<file path="src/design/lzce_pkg.sv">
// Shared types, constants and helper functions for the LoG zero-crossing edge block.
package lzce_pkg;

    localparam int PIX_W     = 8;
    localparam int COEFF_W   = 16;
    localparam int NUM_COEFF = 15;
    localparam int NUM_WORDS = 4;
    localparam int WORD_W    = 64;
    localparam int PROD_W    = PIX_W + 1 + COEFF_W;
    localparam int ACC_W     = 32;
    localparam int ROW_W     = 16;
    localparam int IMG_W_W   = 11;
    localparam int CFG_IDX_W = 3;
    localparam int OQ_DEPTH  = 16;
    localparam int OQ_PTR_W  = $clog2(OQ_DEPTH);

    localparam logic [PIX_W-1:0] EDGE_ON  = 8'd255;
    localparam logic [PIX_W-1:0] EDGE_OFF = 8'd0;

    localparam logic [CFG_IDX_W-1:0] REG_IMAGE_WIDTH  = 3'd0;
    localparam logic [CFG_IDX_W-1:0] REG_IMAGE_HEIGHT = 3'd1;
    localparam logic [CFG_IDX_W-1:0] REG_COEFF_0      = 3'd2;
    localparam logic [CFG_IDX_W-1:0] REG_COEFF_1      = 3'd3;
    localparam logic [CFG_IDX_W-1:0] REG_COEFF_2      = 3'd4;
    localparam logic [CFG_IDX_W-1:0] REG_COEFF_3      = 3'd5;

    // Per-item classification made at accept time.
    typedef struct packed {
        logic comp;  // a Laplacian value is produced
        logic emit;  // an edge result is produced
        logic last;  // final result of the frame
    } t_tag;

    typedef struct packed {
        logic neg;
        logic pos;
    } t_sign;

    typedef struct packed {
        logic [PIX_W-1:0] edge_res;
        logic             last;
    } t_result;

    typedef logic [NUM_WORDS-1:0][WORD_W-1:0] t_coeff_words;

    // Coefficient slot for tap offset (dr, dc) around the kernel center.
    function automatic logic [3:0] coeff_index(input int dr, input int dc, input int half);
        int a;
        int b;
        int t;
        a = (dr < 0) ? -dr : dr;
        b = (dc < 0) ? -dc : dc;
        if (a > b) begin
            t = a;
            a = b;
            b = t;
        end
        return 4'(a * (half + 1) - (a * (a - 1)) / 2 + (b - a));
    endfunction

    function automatic logic opposite(input t_sign a, input t_sign b);
        return (a.neg & b.pos) | (a.pos & b.neg);
    endfunction

endpackage

</file>
<file path="src/design/lzce_zcross.sv">
// Back end, part two: Laplacian sign column store, 3x3 sign window and zero-crossing test.
module lzce_zcross import lzce_pkg::*; #(
    parameter int MAX_WIDTH = 1024
) (
    input  logic                         i_clk,
    input  logic                         i_rst_n,
    input  logic                         i_valid,
    input  t_tag                         i_tag,
    input  logic [$clog2(MAX_WIDTH)-1:0] i_lx,
    input  t_sign                        i_sign,
    output logic                         o_push,
    output t_result                      o_result
);
    localparam int CW = $clog2(MAX_WIDTH);

    logic [1:0][1:0]  r_mem [MAX_WIDTH];
    logic [1:0][1:0]  r_rd;
    logic             r_z1_v;
    t_tag             r_z1_tag;
    logic [CW-1:0]    r_z1_lx;
    t_sign            r_z1_sign;
    logic [2:0][1:0]  full_col;
    logic [2:0][1:0]  r_win [3];
    logic             r_z2_v;
    t_tag             r_z2_tag;
    logic             edge_hit;

    // Only items that produce a Laplacian value touch this stage.
    always_ff @(posedge i_clk) begin
        if (!i_rst_n) begin
            r_z1_v <= 1'b0;
            r_z2_v <= 1'b0;
        end else begin
            r_z1_v <= i_valid & i_tag.comp;
            r_z2_v <= r_z1_v;
        end
    end

    always_ff @(posedge i_clk) begin
        if (i_valid && i_tag.comp) begin
            r_rd <= r_mem[i_lx];
        end
        if (r_z1_v) begin
            r_mem[r_z1_lx] <= full_col[2:1];
        end
    end

    assign full_col = {r_z1_sign, r_rd};

    always_ff @(posedge i_clk) begin
        r_z1_tag  <= i_tag;
        r_z1_lx   <= i_lx;
        r_z1_sign <= i_sign;
        r_z2_tag  <= r_z1_tag;
        if (r_z1_v) begin
            r_win[0] <= r_win[1];
            r_win[1] <= r_win[2];
            r_win[2] <= full_col;
        end
    end

    // Rows: index 0 top, 1 middle, 2 bottom. Columns: window slot 1 is the center.
    always_comb begin
        edge_hit = opposite(r_win[1][0], r_win[1][2]) ||
                   opposite(r_win[0][1], r_win[2][1]) ||
                   opposite(r_win[0][2], r_win[2][0]) ||
                   opposite(r_win[0][0], r_win[2][2]);
        o_result.edge_res = edge_hit ? EDGE_ON : EDGE_OFF;
        o_result.last     = r_z2_tag.last;
    end

    assign o_push = r_z2_v & r_z2_tag.emit;

endmodule

</file>
<file path="config.mk">
export PLATFORM = sky130hd
export DESIGN_NAME = lzce_zcross
export DESIGN_NICKNAME = d
export VERILOG_FILES = /design/src/design/lzce_pkg.sv /design/src/design/lzce_zcross.sv
export SDC_FILE = /design/constraint.sdc
export NUM_CORES = 2
export LEC_CHECK = 0
export BUFFER_PORTS_ARGS = -buffer_cell sky130_fd_sc_hd__buf_4
export CAP_MARGIN = 10
export CORE_MARGIN = 2
export CORE_UTILIZATION = 30
export DETAILED_ROUTE_END_ITERATION = 7
export PLACE_DENSITY = 0.54
export SETUP_SLACK_MARGIN = 0.3
export SYNTH_ARGS = -nofsm -noshare
export SYNTH_HDL_FRONTEND = slang
export SYNTH_MEMORY_MAX_BITS = 65536
export SYNTH_SLANG_ARGS = --single-unit
</file>
<file path="constraint.sdc">
create_clock -name i_clk -period 39.2 [get_ports i_clk]
set_input_delay 1.96 -clock i_clk [delete_from_list [all_inputs] [get_ports i_clk]]
set_output_delay 1.96 -clock i_clk [all_outputs]
set_load 0.05 [all_outputs]
</file>
# Yosys cells after proc, flatten, opt, wreduce, memory -nomap -nowiden
# Memories as Yosys holds them, arrays and structs flattened. A register that Yosys moved wholly into a read port is not among the register bits.
# Cells that the tools add are included.
[word_totals] register_bits=18 latchBits=0 ram_bits=4114 mem_bits_ro=0 input_bits=18 out_inout_bits=10 wordCells=32 mem_count=2
[op_classes] add_sub_neg=0 n_mul=0 div_mod_pow=0 order_cmp=0 eq_ne=0 shifts=0 mux=3 n_bitwise=14 reduce_logical=4
[mem_list] memory="r_mem" depth=1024 word_bits=4 rd=1 rd_ports_with_merged_regs=1 write_ports=1 line="lzce_zcross.sv:16" text="logic [1:0][1:0] r_mem [MAX_WIDTH];"
[mem_list] memory="r_win" depth=3 word_bits=6 rd=3 rd_ports_with_merged_regs=0 write_ports=3 line="lzce_zcross.sv:23" text="logic [2:0][1:0] r_win [3];"
[ops] op="$and 1x1->1" n=10
[ops] op="$mux 8" n=1
[ops] op="$or 1x1->1" n=4
[ops] op="$logic_or 1x1->1" n=3
[ops] op="$mux 1" n=2
[ops] op="$logic_and 1x1->1" n=1

# Depth between registers and ports, before layout
[logic_depth] word_depth=6 ltp_mapped=16 ltp_nobuf=8

# Worst setup path before layout
# Ideal clock, no wire load.
[synth_timing] path_kind="register to register" startpoint="register r_z1_sign, in the netlist full_col[4]" endpoint="memory r_mem[0][2] (netlist bit) (data pin)" setup_time_ns=2.815 arrival_ns=12.745 required_ns=36.385 path_slack_ns=23.641 path_stages_with_launch=1 path_buffers=0 period_less_slack_ns=15.559 cell_sequence="dfxtp_1"
[synth_rtl] item="start, declared" line="lzce_zcross.sv:21" text="t_sign r_z1_sign;"
[synth_rtl] item="start signal, assigned" line="lzce_zcross.sv:53" text="r_z1_sign <= i_sign;"
[synth_rtl] item="end, declared" line="lzce_zcross.sv:16"
# Straight into the memory's write port.

==> results.yml <==
power:
  power.leakage_nw: 55.6
  irDropWorstVdd_mv: 0.0370
  powerDensity_mw_per_mm2: 50.7
sta:
  slew_viol_final: 0
  setup_viol: 0
  period_minus_slack_ns: 8.95
  maxSlewHeadroom_pct: 16.7
  fmax_ghz: 0.112
  min_period_over_period_pct: 22.8
  finalHoldViolations: 0
  hold_slack_ns: 0.327
  worst_slew_pin_slew_ns: 1.22
  finalClockSkew_ns: 0.0758
  tns_ns: 0
  rsz0062_at_grt: "false"
outcome:
  status: "completed"
synth:
  syn_inst: 8301
  yosysTopAreaCell: "edfxtp_1"
  async_reset_ff_share_pct: 0
  avgSynthCellArea_um2: 19.6
  synth-edff-count: 4118
  ys.flop_type: "edfxtp_1"
  synthTopCellsByArea: "edfxtp_1 76%, mux4_2 12%, nor2_1 2.5%, mux2i_1 2.3%, clkbuf_1 0.75%"
  syn_area_mm2: 0.163
  synth_cell_type_count: 68
  synth.yosys.seq_area_share_pct: 76.2
  yosysWarnings: 0
  yosysMostFrequentCell: "edfxtp_1"
  synth_nets: 8319
  synth_common_cells: "4118 x edfxtp_1, 1104 x nor2_1, 891 x mux4_2"
  synth-seq-cells: 4136
  synth_top_area_share_pct: 75.9
clock_tree:
  cts.htree.levels: 5
  clk_pin_slew_ns: 0.07
  ctsLongestPathBuffers: 4
  cts_setup_buffers: 0
  clk_latency_ns: 1.01
  cts_resized: 0
  cts_tree: "built"
  postCtsHoldBufs: 0
  clockRootBuffer: "clkbuf_16"
  numCtsBuffers: 408
  cts_sinks: 4136
min_path:
  min_to: "o_result[0]"
  hp-class: "flip-flop to flip-flop"
  min_path_cells: 0
  worstHoldStart: "r_z1_tag[0]"
routing:
  num_vias: 83706
  drc_errors: 0
  wl_per_cell_um: 29.8
  wl_um: 475000
  initialDrtViolationCount: 10642
  postRouteAntennaNets: 0
  drt_pass1_iterations: 6
  vias_per_cell: 5.25
worst_setup_path:
  worst-r2r-cell-count: 5
  setup.worst_path.end_class: "flip-flop"
  crit_path_max_fanout: 105
  critPathLaunchType: "input port"
  timing.rr.start: "full_col[4]"
  critPathArrivalTime_ns: 9.69
  r2r_slack_ns: 34.18
  worstPathRequired_ns: 39.94
  reg2reg_to: "r_mem[960][2]"
  path_class: "input port to flip-flop"
  cp-startpoint: "i_lx[0]"
global_route:
  overflow: 0
  grt_pass1_wl_um: 664000
  track_usage_pct: 16.8
  antenna_found_initial: 40
  grt_max_degree: 253
  grt_pass1_vias: 84886
floorplan:
  fp.dieArea_mm2: 0.549
  core_region_area_mm2: 0.541
  ios: 28
  die_w_um: 741
  start_util_pct: 30.1
  rows: 270
  die_height_um: 741
placement:
  place_hpwl_um: 281000
  dpl_cell_area_mm2: 0.171
  port_buffers: 27
  gp_congestion: 0.817
layout:
  layout.nets: 8379
  fill_cells: 50036
  utilization_pct: 34.2
  finalInstanceArea_mm2: 0.185
  post_route_cells_drive_above_1_share_pct: 21.5
  area_growth_syn_to_layout_pct: 13.7
  multi_input_area_mm2: 0.0361
  seq_area_mm2: 0.124
run:
  drv_cap: 0
-- metrics by stage --
stage | power, mW | instances | worst slack (ns)
after floorplan | 5.33 | 8301 | 23.64
after global placement | 5.42 | 15158 | 29.02
after detailed placement | 5.43 | 15158 | 29.03
after CTS | 9.45 | 15918 | 30.13
after global routing | 9.63 | 15922 | 29.70
final | 9.39 | 15935 | 30.25
-- worst max path at each step --
stage                  end
2_1_floorplan  r_mem[0][2]
3_3_place_gp   full_col[1]
3_5_place_dp   full_col[3]
4_1_cts        full_col[3]
5_1_grt        full_col[3]
6_report       full_col[1]
-- layout make-up --
| cell class | instances | share of cell area (%) |
|---|---|---|
| flip-flops and latches | 4136 | 67.0 |
| clock inverters | 275 | 1.63 |
| multi-input cells | 3556 | 19.5 |
| clock buffers | 485 | 5.80 |
| diodes | 16 | 0.0216 |
| inverters | 5 | 0.0169 |
| repair buffers | 254 | 1.14 |
| well taps | 7208 | 4.87 |
-- placed cells by master, fill, tap and decap left out, types with 8 or more instances in the layout --
cell type   instances
edfxtp_1         4118
nor2_1           1098
mux4_2            891
clkbuf_16         416
mux2i_1           380
buf_4             237
nand2_1           147
a21oi_1           131
a22oi_1           118
o221ai_1          118
o22ai_1            99
o21ai_0            89
clkinv_2           87
clkinv_1           83
nor3_1             80
clkbuf_1           62
bufinv_16          57
a221oi_1           38
a211oi_1           36
nand3_1            34
mux2_2             31
nand3_4            24
nor4_1             22
a22o_1             18
clkinvlp_4         18
diode_2            16
dfxtp_1            15
a31oi_1            12
nand4_1            12
buf_12             12
nor2b_1            10
a2111oi_0          10
inv_6               9
and3_1              9
clkinv_8            9
or2_2               8
o211ai_1            8
-- registers in the layout, summed over array words and instances, names as in the netlist --
name,count
r_mem,4096
r_win,18
r_z1_lx,10
full_col,6
r_z1_tag,2
o_result,1
r_z1_v,1
r_z2_tag,1
r_z2_v,1
-- layer usage --
metal | wire (µm) | vias to the layer above | GRT usage (%) | part of all wire (%)
met4 | 14800 | 8 | 4.87 | 3.1
li1 | - | 34111 | - | -
met1 | 191000 | 45015 | 22.4 | 40
met3 | 39200 | 687 | 3.32 | 8.3
met2 | 229000 | 3885 | 27.8 | 48
met5 | 53 | - | 0 | 0.011
-- critical path, cell delays in order --
cell and delay [ns]:
buf_16 0.49, buf_4 0.64, buf_4 0.65, buf_4 0.71, buf_4 0.85, buf_4 0.81
buf_4 0.73, mux4_2 0.61, mux4_2 0.48, a22oi_1 0.25, nand2_1 0.15, a211oi_1 0.42
nor3_1 0.13, or4b_1 0.48
-- report_power, final --
group / switching (mW) / leakage (nW) / total (mW) / internal, mW
Clock: 1.72 / 6.72 / 4.05 / 2.34
Combinational: 0.308 / 11.8 / 0.447 / 0.139
Sequential: 0.00611 / 37.2 / 4.89 / 4.88
-- cells by family after synthesis --
group                  count (synthesis)  synth area share (%)
multiplexers                        1302                  14.9
buffers and inverters                609                  2.00
flip-flops                          4136                  76.2
AND/OR/NAND/NOR                     1524                  3.87
AO/OA/AOI/OAI                        730                  3.11
Power figures use the tool's default switching activity.
