[src/design/lzce_pkg.sv]
// Shared types, constants and helper functions for the LoG zero-crossing edge block.
package lzce_pkg;

    localparam int PIX_W     = 8;
    localparam int COEFF_W   = 16;
    localparam int NUM_COEFF = 15;
    localparam int NUM_WORDS = 4;
    localparam int WORD_W    = 64;
    localparam int PROD_W    = PIX_W + 1 + COEFF_W;
    localparam int ACC_W     = 32;
    localparam int ROW_W     = 16;
    localparam int IMG_W_W   = 11;
    localparam int CFG_IDX_W = 3;
    localparam int OQ_DEPTH  = 16;
    localparam int OQ_PTR_W  = $clog2(OQ_DEPTH);

    localparam logic [PIX_W-1:0] EDGE_ON  = 8'd255;
    localparam logic [PIX_W-1:0] EDGE_OFF = 8'd0;

    localparam logic [CFG_IDX_W-1:0] REG_IMAGE_WIDTH  = 3'd0;
    localparam logic [CFG_IDX_W-1:0] REG_IMAGE_HEIGHT = 3'd1;
    localparam logic [CFG_IDX_W-1:0] REG_COEFF_0      = 3'd2;
    localparam logic [CFG_IDX_W-1:0] REG_COEFF_1      = 3'd3;
    localparam logic [CFG_IDX_W-1:0] REG_COEFF_2      = 3'd4;
    localparam logic [CFG_IDX_W-1:0] REG_COEFF_3      = 3'd5;

    // Per-item classification made at accept time.
    typedef struct packed {
        logic comp;  // a Laplacian value is produced
        logic emit;  // an edge result is produced
        logic last;  // final result of the frame
    } t_tag;

    typedef struct packed {
        logic neg;
        logic pos;
    } t_sign;

    typedef struct packed {
        logic [PIX_W-1:0] edge_res;
        logic             last;
    } t_result;

    typedef logic [NUM_WORDS-1:0][WORD_W-1:0] t_coeff_words;

    // Coefficient slot for tap offset (dr, dc) around the kernel center.
    function automatic logic [3:0] coeff_index(input int dr, input int dc, input int half);
        int a;
        int b;
        int t;
        a = (dr < 0) ? -dr : dr;
        b = (dc < 0) ? -dc : dc;
        if (a > b) begin
            t = a;
            a = b;
            b = t;
        end
        return 4'(a * (half + 1) - (a * (a - 1)) / 2 + (b - a));
    endfunction

    function automatic logic opposite(input t_sign a, input t_sign b);
        return (a.neg & b.pos) | (a.pos & b.neg);
    endfunction

endpackage

[src/design/lzce_outq.sv]
// Result queue with reservation count: a slot is held from accept until the beat is popped.
module lzce_outq import lzce_pkg::*; (
    input  logic    i_clk,
    input  logic    i_rst_n,
    input  logic    i_reserve,
    input  logic    i_push,
    input  t_result i_data,
    input  logic    i_pop,
    output logic    o_full,
    output logic    o_empty,
    output t_result o_data
);
    localparam int CNT_W = OQ_PTR_W + 1;

    t_result             r_mem [OQ_DEPTH];
    logic [OQ_PTR_W-1:0] r_wp;
    logic [OQ_PTR_W-1:0] r_rp;
    logic [CNT_W-1:0]    r_cnt;
    logic [CNT_W-1:0]    r_used;
    logic                do_pop;

    assign do_pop  = i_pop & ~o_empty;
    assign o_empty = (r_cnt == '0);
    assign o_full  = (r_used == CNT_W'(OQ_DEPTH));
    assign o_data  = r_mem[r_rp];

    always_ff @(posedge i_clk) begin
        if (!i_rst_n) begin
            r_wp   <= '0;
            r_rp   <= '0;
            r_cnt  <= '0;
            r_used <= '0;
        end else begin
            if (i_push) begin
                r_wp <= r_wp + 1'b1;
            end
            if (do_pop) begin
                r_rp <= r_rp + 1'b1;
            end
            r_cnt  <= r_cnt + CNT_W'(i_push) - CNT_W'(do_pop);
            r_used <= r_used + CNT_W'(i_reserve) - CNT_W'(do_pop);
        end
    end

    always_ff @(posedge i_clk) begin
        if (i_push) begin
            r_mem[r_wp] <= i_data;
        end
    end

endmodule

[config.mk]
export PLATFORM = sky130hd
export DESIGN_NAME = lzce_outq
export DESIGN_NICKNAME = d
export VERILOG_FILES = /design/src/design/lzce_pkg.sv /design/src/design/lzce_outq.sv
export SDC_FILE = /design/constraint.sdc
export NUM_CORES = 1
export LEC_CHECK = 0
export ABC_AREA = 1
export BUFFER_PORTS_ARGS = -buffer_cell sky130_fd_sc_hd__buf_2
export CAP_MARGIN = 20
export CORE_UTILIZATION = 59
export CTS_CLUSTER_DIAMETER = 40
export DETAILED_ROUTE_END_ITERATION = 8
export PLACE_DENSITY = 0.75
export SETUP_SLACK_MARGIN = 0.1
export SYNTH_ARGS = -nofsm -noshare
export SYNTH_HDL_FRONTEND = slang
export SYNTH_SLANG_ARGS = --single-unit
[constraint.sdc]
create_clock -name i_clk -period 2.95 [get_ports i_clk]
set_input_delay 0.59 -clock i_clk [delete_from_list [all_inputs] [get_ports i_clk]]
set_output_delay 0.59 -clock i_clk [all_outputs]
set_load 0.02 [all_outputs]
Word-level counts from Yosys, hierarchy flattened:

Memories as Yosys holds them, arrays and structs flattened. A register that Yosys moved wholly into a read port is not among the register bits.
Cells that the tools add are included.

* register bits after elaboration: 18
* bits in writable memories: 144
* output and inout bits: 11
* word-level logic and storage cells: 19
* memories kept: 1

Memories
* r_mem: words 16, bits a word 9, read ports 1, clocked after memory_dff 1, write ports 1, RTL line lzce_outq.sv:15 `t_result r_mem [OQ_DEPTH];`

* add/sub/neg operators: 6
* eq/ne operators: 1
* muxes and demuxes: 4
* bitwise operators: 2
* reductions and logical operators: 1

Operators with widths (count)
* 5-bit by 1-bit adder with 5-bit output: 2
* 5-bit by 1-bit subtractor with 5-bit output: 2
* 4-bit by 1-bit adder with 4-bit output (second input constant): 2
* 4-bit 2-to-1 mux: 2
* 5-bit == test (second input constant): 1
* 5-bit zero test: 1
* 1-bit 2-to-1 mux: 2
* 1-bit AND: 1
* 1-bit inverter: 1

Longest topological paths before layout:

Gate-level depths: netlist of run 1.

* word-level depth: 5
* gate-level depth with buffers: 17
* mapped depth without buffers: 17

Least setup slack after synthesis of run 1:

No wires, ideal clock.

* path type: flip-flop to flip-flop
* from: register r_cnt[2]
* to: register r_used[4]
* arrival: 2071 ps
* slack: 766 ps
* stages on the path, launching flop included: 17
* path buffers: 0
* cell sequence: dfxtp_1 > inv_1 > ha_1 > inv_1 > nor2_1 > a21boi_2 > ha_1 > inv_1 > ha_1 > inv_1 > fa_1 > inv_1 > nand2_1 > nand2_1 > a21oi_1 > nor2_1 > nor2_1

* word-level cells in the longest chain between the ends: 4

RTL lines
* from (decl): RTL line lzce_outq.sv:18 `logic [CNT_W-1:0] r_cnt;`
* from (signal assigned): RTL line lzce_outq.sv:40 `r_cnt <= r_cnt + CNT_W'(i_push) - CNT_W'(do_pop);`
* 5-bit zero test: RTL line lzce_outq.sv:23 `assign o_empty = (r_cnt == '0);`
* 1-bit inverter: RTL line lzce_outq.sv:22 `assign do_pop = i_pop & ~o_empty;`
* 1-bit AND: RTL line lzce_outq.sv:22
* 5-bit by 1-bit subtractor with 5-bit output: RTL line lzce_outq.sv:41 `r_used <= r_used + CNT_W'(i_reserve) - CNT_W'(do_pop);`
* to (signal assigned): RTL line lzce_outq.sv:41
* to (decl): RTL line lzce_outq.sv:19 `logic [CNT_W-1:0] r_used;`

Every way passes these cells.
A chain may end at the register's enable or synchronous reset.

==> results of run 1 <==
[cell usage in the layout (no fill, tap or decap), types with 2 or more instances in the layout]
cell / n
bufinv_16: 3
clkinv_4: 2
nor2_1: 39
clkinv_2: 4
clkbuf_16: 17
clkbuf_1: 2
o21ai_0: 3
a21oi_1: 11
inv_6: 2
clkinv_1: 2
buf_2: 24
nand3_1: 109
clkinvlp_4: 2
dfxtp_1: 21
ha_1: 17
edfxtp_1: 144
buf_4: 18
inv_2: 2
nand2_1: 224
xor2_1: 4
fa_1: 2
inv_1: 142
[layer usage]
layer / up-vias / share of wire (%) / GRT usage (%) / routed length [um]
li1: 2459 / - / - / -
met1: 2381 / 41 / 33.16 / 6362
met2: 202 / 50 / 44.28 / 7774
met3: 28 / 7.6 / 5.717 / 1183
met4: 0 / 2.0 / 11.08 / 309
met5: - / 0 / 0 / 0
[critical path, cell delays in order (launching register included)]
cell and delay (ns):
dfxtp_1 0.33, inv_2 0.54, nand3_1 0.17, nand3_1 0.15, nand3_1 0.14, nand2_1 0.14
buf_2 0.17
[layout make-up]
cell class | instances | area (sq um) | share of cell area, %
Clock buffer | 19 | 432.9 | 5.220
Clock inverter | 13 | 155.1 | 1.871
Inverter | 146 | 553.0 | 6.669
Multi-Input combinational cell | 413 | 1921 | 23.16
Sequential cell | 166 | 4766 | 57.47
Tap cell | 168 | 210.2 | 2.535
Timing Repair Buffer | 42 | 255.2 | 3.078
[registers in the layout (all words and copies together), names as in the netlist, named ones only]
name / count
r_used: 5
r_mem: 144
r_cnt: 5
r_rp: 4
r_wp: 4
[synthesized netlist by cell type]
cell | instances | area [sq um]
nand2_1 | 224 | 840.8
edfxtp_1 | 144 | 4324
inv_1 | 142 | 533.0
nand3_1 | 109 | 545.5
nor2_1 | 39 | 146.4
dfxtp_1 | 22 | 440.4
ha_1 | 17 | 212.7
buf_6 | 12 | 135.1
a21oi_1 | 11 | 55.05
buf_2 | 9 | 45.04
buf_4 | 6 | 45.04
xor2_1 | 4 | 35.03
o21ai_0 | 3 | 15.01
fa_1 | 2 | 40.04
inv_2 | 2 | 7.510
a21boi_2 | 1 | 11.26
clkbuf_1 | 1 | 3.750
clkinv_1 | 1 | 3.750
inv_6 | 1 | 8.760
nand4_1 | 1 | 6.260
nor3_1 | 1 | 5.000
o21a_1 | 1 | 7.510
[metrics by stage]
step	cell area [sq um]	utilization, %	cells	hold WS, ns
after floorplan	7467	-	753	0.4712
final	8293	68.19	967	0.4800
after global routing	8293	68.19	967	0.4871
after global placement	7705	63.35	935	0.4900
after detailed placement	7705	63.35	935	0.5036
after CTS	8293	68.19	967	0.4689
[worst paths after layout]
kind                            startpoint        end  slack, ns  cells after the start
worst max register to register    r_cnt[2]   r_cnt[4]       0.51                     17
worst max-delay path                  flop  o_data[0]       0.30                      6
worst min register to register     r_wp[0]    r_wp[0]       0.52                      1
worst min-delay path                i_push    r_wp[0]       0.48                      2
[cells by family (layout without fill, tap and decap cells)]
kind of cell,Yosys count,count (layout),synth area share [%]
AND/OR/NAND/NOR,374,374,20.68
buffers and inverters,174,220,10.47
flip-flops,166,166,63.81
adder cells (fa/ha/maj),19,19,3.385
AO/OA/AOI/OAI,16,16,1.190
XOR/XNOR,4,4,0.4691
[where the power goes]
group	switching [mW]	total (mW)	internal, mW
combinational	1.03	1.54	0.508
sequential	0.0780	2.73	2.65
clock	0.880	2.20	1.32
==> results.cfg, run 1 <==
[yosys]
synth-seq-cells = 166
syn_inst = 753
yosysWarnings = 0
seq_area_frac_synth_pct = 63.81
syn-num-nets = 786
yosysUniqueCellTypes = 22
syn_avg_cell_area_sq_um = 9.917
synth_area_sq_um = 7467

[floorplanning]
fp-row-count = 40
dieArea_sq_um = 13110
pin_count = 25
initial_core_util_pct = 61.40
die_h_um = 114.5
core_area_sq_um = 12160
die_x_um = 114.5

[sta]
worst_clock_skew_ns = 0.008242
layout_setup_ws_ns = 0.2960
tns_ns = 0
maxSlewViolCount = 0
worst_pin_slew_ns = 0.8482
finalSetupViolations = 0
period_needed_ns = 2.654
fmax_ghz = 0.3768
post-route-period-util_pct = 89.97
max_slew_margin_pct = 43.24
rsz0062_at_grt = no
finalHoldViolCount = 0

[clocking]
post-cts-setup-buffers = 0
cts_resized = 0
cts_hold_buf = 0
cts_tree = yes
cts_root_buf = clkbuf_16
clockBufferDepth = 2
cts_max_level = 4
cts_made_buffers = 17
cts.clk_slew.worst_paths_ns = 0.06
insertion_delay_ns = 0.43
clock-sinks = 166

[cells_and_area]
fillCellCount = 902
area_delta_synth_final_pct = 11.06
drive_gt1_share_pct = 9.512
fin_nets = 819
n_antenna_cell = 0

[grt]
antenna_found_initial = 0
grt_pass1_vias = 5000
grt_pass1_wl_um = 25050
gr-total-overflow = 0
grt_max_degree = 73
grtUsageTotal_pct = 26.33

[drt]
drt_iter0_drc = 563
routed_via_density = 5.243
vias = 5070
drcViolationCount = 0
ant_nets = 0
drt_wl_total_um = 15630
wl_per_cell_um = 16.16
drt-pass1-iter-count = 5

[job]
cap_violations = 0

[worst_hold_path]
hold_class = in2reg

[setup_path]
crit_type = reg2out
worstPathRequired_ns = 2.36
critPathMaxFanout = 36
worstSetupStartpointType = flop
critPathArrivalTime_ns = 2.06
end_kind = primary output

[status]
status = completed

[placement]
gp_congestion = 0.8168
place_ws_ns = 0.5120
post-dp-hpwl_um = 9558
portBuffers = 24

[power_and_ir_drop]
power_mw = 6.475
powerDensity_nw_per_um2 = 780.7
irDropWorstVdd_mv = 0.5444
leakage_nw = 3.696
Power figures use the tool's default switching activity.
==> run 2, diff against run 1 <==
--- a/config.mk
+++ b/config.mk
@@ -5,13 +5,12 @@
 export SDC_FILE = /design/constraint.sdc
 export NUM_CORES = 1
 export LEC_CHECK = 0
-export ABC_AREA = 1
 export BUFFER_PORTS_ARGS = -buffer_cell sky130_fd_sc_hd__buf_2
 export CAP_MARGIN = 20
 export CORE_UTILIZATION = 59
 export CTS_CLUSTER_DIAMETER = 40
 export DETAILED_ROUTE_END_ITERATION = 8
-export PLACE_DENSITY = 0.75
+export PLACE_DENSITY = 0.76
 export SETUP_SLACK_MARGIN = 0.1
 export SYNTH_ARGS = -nofsm -noshare
 export SYNTH_HDL_FRONTEND = slang
==> run 2 against run 1 <==
Effect of this change:
- register-to-register slack worse by 0.27 ns
- combinational power is 3% higher
- sequential power hardly changed
- via count is 34% lower
- first-iteration DRC count is 48% lower
- setup slack worse by 0.17 ns
- power hardly changed
- non-clock buffer count is 9 lower
- wire length is 18% lower
- sequential cell count stayed put
- largest power group unchanged
==> results.cfg, run 2 <==
[setup_path]
worstSetupStartpointType = flop
critPathArrivalTime_ns = 2.23
critPathMaxFanout = 16
worstPathRequired_ns = 2.36
end_kind = primary output
crit_type = reg2out

[sta]
finalSetupViolations = 0
maxSlewViolCount = 0
whs_ns = 0.4060
layout_setup_ws_ns = 0.1262
worst_pin_slew_ns = 0.7917
period_needed_ns = 2.824
tns_ns = 0
max_slew_margin_pct = 47.02
post-route-period-util_pct = 95.72
fmax_ghz = 0.3541
rsz0062_at_grt = yes
worst_clock_skew_ns = 0.006409
finalHoldViolCount = 0

[yosys]
synth.top_cell.area_share_pct = 64.26
synth_area_leaders = edfxtp_1 (64%), mux4_2 (6.7%), dfxtp_1 (6.5%)
syn_avg_cell_area_sq_um = 18.59
seq_area_frac_synth_pct = 70.81
yosysUniqueCellTypes = 36
synth_top_area_cell = edfxtp_1
async_reset_ff_share_pct = 0
synth-seq-cells = 166
synth_edf_count = 144
syn_inst = 362
syn-num-nets = 395
synth_ff_type = edfxtp_1
synth_commonest_cells = edfxtp_1 (144), dfxtp_1 (22), inv_1 (20), mux4_2 (20), and2_1 (19)
synth_area_sq_um = 6729
yosysWarnings = 0
synth_most_common_cell = edfxtp_1

[floorplanning]
core_area_sq_um = 10980
fp-row-count = 38
die_h_um = 108.8
die_x_um = 108.8
pin_count = 25
initial_core_util_pct = 61.27
dieArea_sq_um = 11840

[drt]
vias = 3358
drt_wl_total_um = 12810
routed_via_density = 6.083
wl_per_cell_um = 23.21
drcViolationCount = 0
drt_iter0_drc = 292
drt-pass1-iter-count = 5
ant_nets = 0

[power_and_ir_drop]
powerDensity_nw_per_um2 = 844.4
leakage_nw = 2.660
irDropWorstVdd_mv = 0.5727

[clocking]
cts_made_buffers = 17
cts_root_buf = clkbuf_16
cts.clk_slew.worst_paths_ns = 0.06
cts_tree = yes
insertion_delay_ns = 0.42
clock-sinks = 166
cts_max_level = 4
clockBufferDepth = 2

[job]
cap_violations = 0

[cells_and_area]
drive_gt1_share_pct = 22.09
regMostFlops = r_mem
final_cell_mix = edfxtp_1 (144), buf_2 (24), dfxtp_1 (21)
largest_reg_flops = 144
n_antenna_cell = 0
post-route-util_pct = 69.83
final_common_cell = edfxtp_1
area_delta_synth_final_pct = 13.98
fin_nets = 434
reg_top3 = r_mem (144), r_cnt (5), r_used (5)

[grt]
grt_pass1_vias = 3457
grtUsageTotal_pct = 24.01
grt_pass1_wl_um = 19510
grt_max_degree = 37
antenna_found_initial = 0
gr-total-overflow = 0

[placement]
portBuffers = 24
post-dp-hpwl_um = 7196
place_ws_ns = 0.04772
gp_congestion = 0.7478

[worst_hold_path]
hold_class = in2reg

[status]
status = completed
## run 2: cell count changes after synthesis, moves of 5 or more
| cell | change |
|---|---|
| a22oi_1 | +18 |
| inv_1 | -122 |
| a21oi_1 | -6 |
| nor2_1 | -23 |
| buf_6 | -9 |
| and2_1 | +19 |
| buf_2 | -7 |
| mux4_1 | +16 |
| nand3_1 | -106 |
| mux4_2 | +20 |
| nand2_1 | -210 |
| xnor2_1 | +5 |
| buf_4 | -5 |
## run 2: repair_timing
| item | 4_1_cts | 5_1_grt |
|---|---|---|
| cloned | 1 | 0 |
| endpoints found under the hold margin | 0 | 0 |
| setup buffers | 0 | 4 |
| pin swaps | 0 | 3 |
| resized for setup | 3 | 14 |
| hold buffers | 0 | 0 |
| endpoints found under the setup margin | 3 | 6 |
## run 2: metal layers
metal / GRT usage (%) / vias to the layer above / share of wire [%]
met4: 8.977 / 0 / 1.8
met2: 41.09 / 124 / 54
met1: 30.19 / 1717 / 39
li1: - / 1497 / -
met5: 0 / - / 0
met3: 5.200 / 20 / 5.9
## run 2: area by class of cell
class | count | area (sq um)
Clock buffer | 20 | 436.7
Clock inverter | 10 | 132.6
Fill cell | 656 | 3313
Inverter | 21 | 78.83
Multi-Input combinational cell | 162 | 1836
Sequential cell | 166 | 4766
Tap cell | 140 | 175.2
Timing Repair Buffer | 33 | 245.2
## run 2: stage by stage
step | cell area (sq um) | power (mW) | cells
finish | 7670 | 6.477 | 552
global route | 7670 | 6.778 | 552
CTS | 7579 | 6.344 | 548
detailed placement | 6967 | 4.134 | 517
global placement | 6967 | 4.084 | 517
floorplan | 6729 | 3.835 | 362
## run 2: worst max-delay path, cell delays in order (launching register included)
cell     delay [ns]
dfxtp_2        0.42
buf_12         0.20
buf_4          0.13
mux4_2         0.50
a22oi_1        0.28
nand2_1        0.08
buf_2          0.18
## run 2: report_power, final
| group | total, mW | leakage, nW | switching (mW) | internal (mW) |
|---|---|---|---|---|
| clock | 2.16 | 0.273 | 0.846 | 1.31 |
| sequential | 2.74 | 1.48 | 0.0797 | 2.66 |
| combinational | 1.58 | 0.904 | 0.784 | 0.793 |
| total | 6.48 | 2.66 | 1.71 | 4.77 |
## run 2: kinds of logic after synthesis
kind of cell | count (synthesis) | synth area share [%]
AO/OA/AOI/OAI | 27 | 2.752
multiplexers | 37 | 13.09
adder cells (fa/ha/maj) | 19 | 3.756
buffers and inverters | 34 | 2.863
XOR/XNOR | 12 | 1.562
flip-flops | 166 | 70.81
AND/OR/NAND/NOR | 67 | 5.169
## run 2: path summary, 6_finish.rpt
| kind | endpoint | from | slack (ns) | cells past startpoint |
|---|---|---|---|---|
| max | o_data[7] | flop | 0.13 | 6 |
| min | r_used[0] | i_rst_n | 0.41 | 2 |
| max reg2reg | r_cnt[4] | r_cnt[2] | 0.24 | 14 |
| min reg2reg | flop | r_rp[1] | 0.50 | 2 |
==> run 3, diff against run 2 <==
--- a/config.mk
+++ b/config.mk
@@ -7,10 +7,10 @@
 export LEC_CHECK = 0
 export BUFFER_PORTS_ARGS = -buffer_cell sky130_fd_sc_hd__buf_2
 export CAP_MARGIN = 20
-export CORE_UTILIZATION = 59
+export CORE_UTILIZATION = 40
 export CTS_CLUSTER_DIAMETER = 40
 export DETAILED_ROUTE_END_ITERATION = 8
-export PLACE_DENSITY = 0.76
+export PLACE_DENSITY = 0.55
 export SETUP_SLACK_MARGIN = 0.1
 export SYNTH_ARGS = -nofsm -noshare
 export SYNTH_HDL_FRONTEND = slang
==> run 3 against run 2 <==
Effect of this change:
- clock power rose by 3%
- global-route usage fell by 8.0 points
- sequential power barely moved
- count of clock-buffer cells in the layout did not move
- critical endpoint is now o_data[0]
- largest power group unchanged
==> results.cfg, run 3 (synthesis results as in run 2) <==
[grt]
grt-busiest-layer = met2
antenna_found_initial = 1
use_met3_pct = 4.475
grt_pass1_vias = 3376
grt_max_degree = 37
grt_pass1_wl_um = 19940
grtUsageMet1_pct = 20.97
grtUsageTotal_pct = 16.01
grtUsageMet2_pct = 25.28
gr-total-overflow = 0

[drt]
vias = 3270
wl_per_cell_um = 20.01
drt_wl_total_um = 12710
drt_iter0_drc = 213
ant_nets = 0
routed_via_density = 5.150
drt-pass1-iter-count = 4
drcViolationCount = 0

[floorplanning]
core_area_sq_um = 16520
dieArea_sq_um = 17340
fp-row-count = 47
initial_core_util_pct = 40.72
die_h_um = 131.7
pin_count = 25
die_x_um = 131.7

[cells_and_area]
final_common_cell = edfxtp_1
largest_reg_flops = 144
area_delta_synth_final_pct = 15.66
fin_nets = 435
drive_gt1_share_pct = 22.46
fin_area_sq_um = 7782
reg_top3 = r_mem (144), r_cnt (5), r_used (5)
regMostFlops = r_mem
final_cell_mix = edfxtp_1 (144), buf_2 (24), dfxtp_1 (21)

[setup_path]
slowest_delay_ns = 0.60
worst_path_max_delay_cell = mux4_1
critPathArrivalTime_ns = 2.18
ff2ff_path_depth = 14
worstSetupStartpointType = flop
worstPathRequired_ns = 2.36
critPathMaxFanout = 18
end_kind = primary output
crit_chain = buf_12 > mux4_1 > a22oi_2 > nand2_1 > buf_2
rr_startpoint = r_cnt[3]
crit_type = reg2out

[clocking]
cts_tree = yes
cts.clk_slew.worst_paths_ns = 0.06
cts_made_buffers = 17
clock-sinks = 166
clockBufferDepth = 2
insertion_delay_ns = 0.42
cts_root_buf = clkbuf_16
cts_max_level = 4

[job]
cap_violations = 0

[power_and_ir_drop]
powerDensity_nw_per_um2 = 833.3
irDropWorstVdd_mv = 0.4442
p_comb_share_pct = 23.3
seqPwrFrac_pct = 42.3
p_sw_share_pct = 25.81
switchingPower_mw = 1.674
p_clk_share_pct = 34.4
p_int_mw = 4.812
leakage_nw = 2.660

[worst_hold_path]
hold_class = in2reg
hold_start = i_rst_n
holdPathStages = 2

[sta]
fmax_ghz = 0.3605
finalHoldViolCount = 0
tns_ns = 0
finalSetupViolations = 0
max_slew_margin_pct = 59.69
rsz0062_at_grt = yes
post-route-period-util_pct = 94.02
period_needed_ns = 2.774
worst_pin_slew_ns = 0.6047
worst_clock_skew_ns = 0.006920
maxSlewViolCount = 0

[placement]
portBuffers = 24
place_area_sq_um = 7074
gp_congestion = 0.6973
post-dp-hpwl_um = 7803

[status]
status = completed
## run 3: worst paths after layout
check	endpoint	slack (ns)
setup reg to reg	r_used[4]	0.19
setup / recovery	o_data[0]	0.18
hold reg to reg	flop	0.52
hold / removal	r_used[0]	0.42
## run 3: cell type report
| class | count | area, sq um |
|---|---|---|
| fill | 1371 | 8742 |
| sequential | 166 | 4768 |
| multi-input combinational | 162 | 1823 |
| clock buffer | 20 | 436.7 |
| tap | 220 | 275.3 |
| timing repair buffer | 34 | 240.2 |
| clock inverter | 11 | 157.7 |
| inverter | 21 | 78.83 |
| antenna | 1 | 2.502 |
## run 3: stage by stage
stage	util, %	setup slack [ns]	instances	hold slack [ns]	total power, mW
2_1_floorplan	-	0.2644	362	0.4627	3.835
3_3_place_gp	42.81	0.2005	598	0.5030	4.148
3_5_place_dp	42.81	0.1448	598	0.4981	4.161
4_1_cts	46.63	0.1010	630	0.4040	6.459
5_1_grt	47.08	-0.01467	634	0.4088	6.790
6_report	47.10	0.1764	635	0.4180	6.485
## run 3: power by group through the flow
stage / clock network, mW / logic, mW / registers [mW]
6_report: 2.23 / 1.51 / 2.74
5_1_grt: 2.36 / 1.67 / 2.75
4_1_cts: 2.28 / 1.44 / 2.73
3_3_place_gp: 0 / 1.38 / 2.77
2_1_floorplan: 0 / 1.08 / 2.75
3_5_place_dp: 0 / 1.39 / 2.77
## run 3: timing repair
item	4_1_cts	5_1_grt
hold buffers	0	0
pin swaps	0	1
resized for setup	1	13
hold endpoints to repair	0	0
setup endpoints to repair	5	11
gates cloned	1	0
setup buffers	0	4
## run 3: per-layer routing
layer	up-vias	wire length, um
met3	19	624
met4	0	227
li1	1497	-
met2	76	6156
met1	1678	5699
met5	-	0
## run 3: critical path, delay by kind of cell (launching register included)
family,cells,cell delay (ns)
and+or+nand+nor,1,0.12
buffers and inverters,2,0.37
DFF,1,0.41
muxes,1,0.60
AOI/OAI and AO/OA,1,0.25
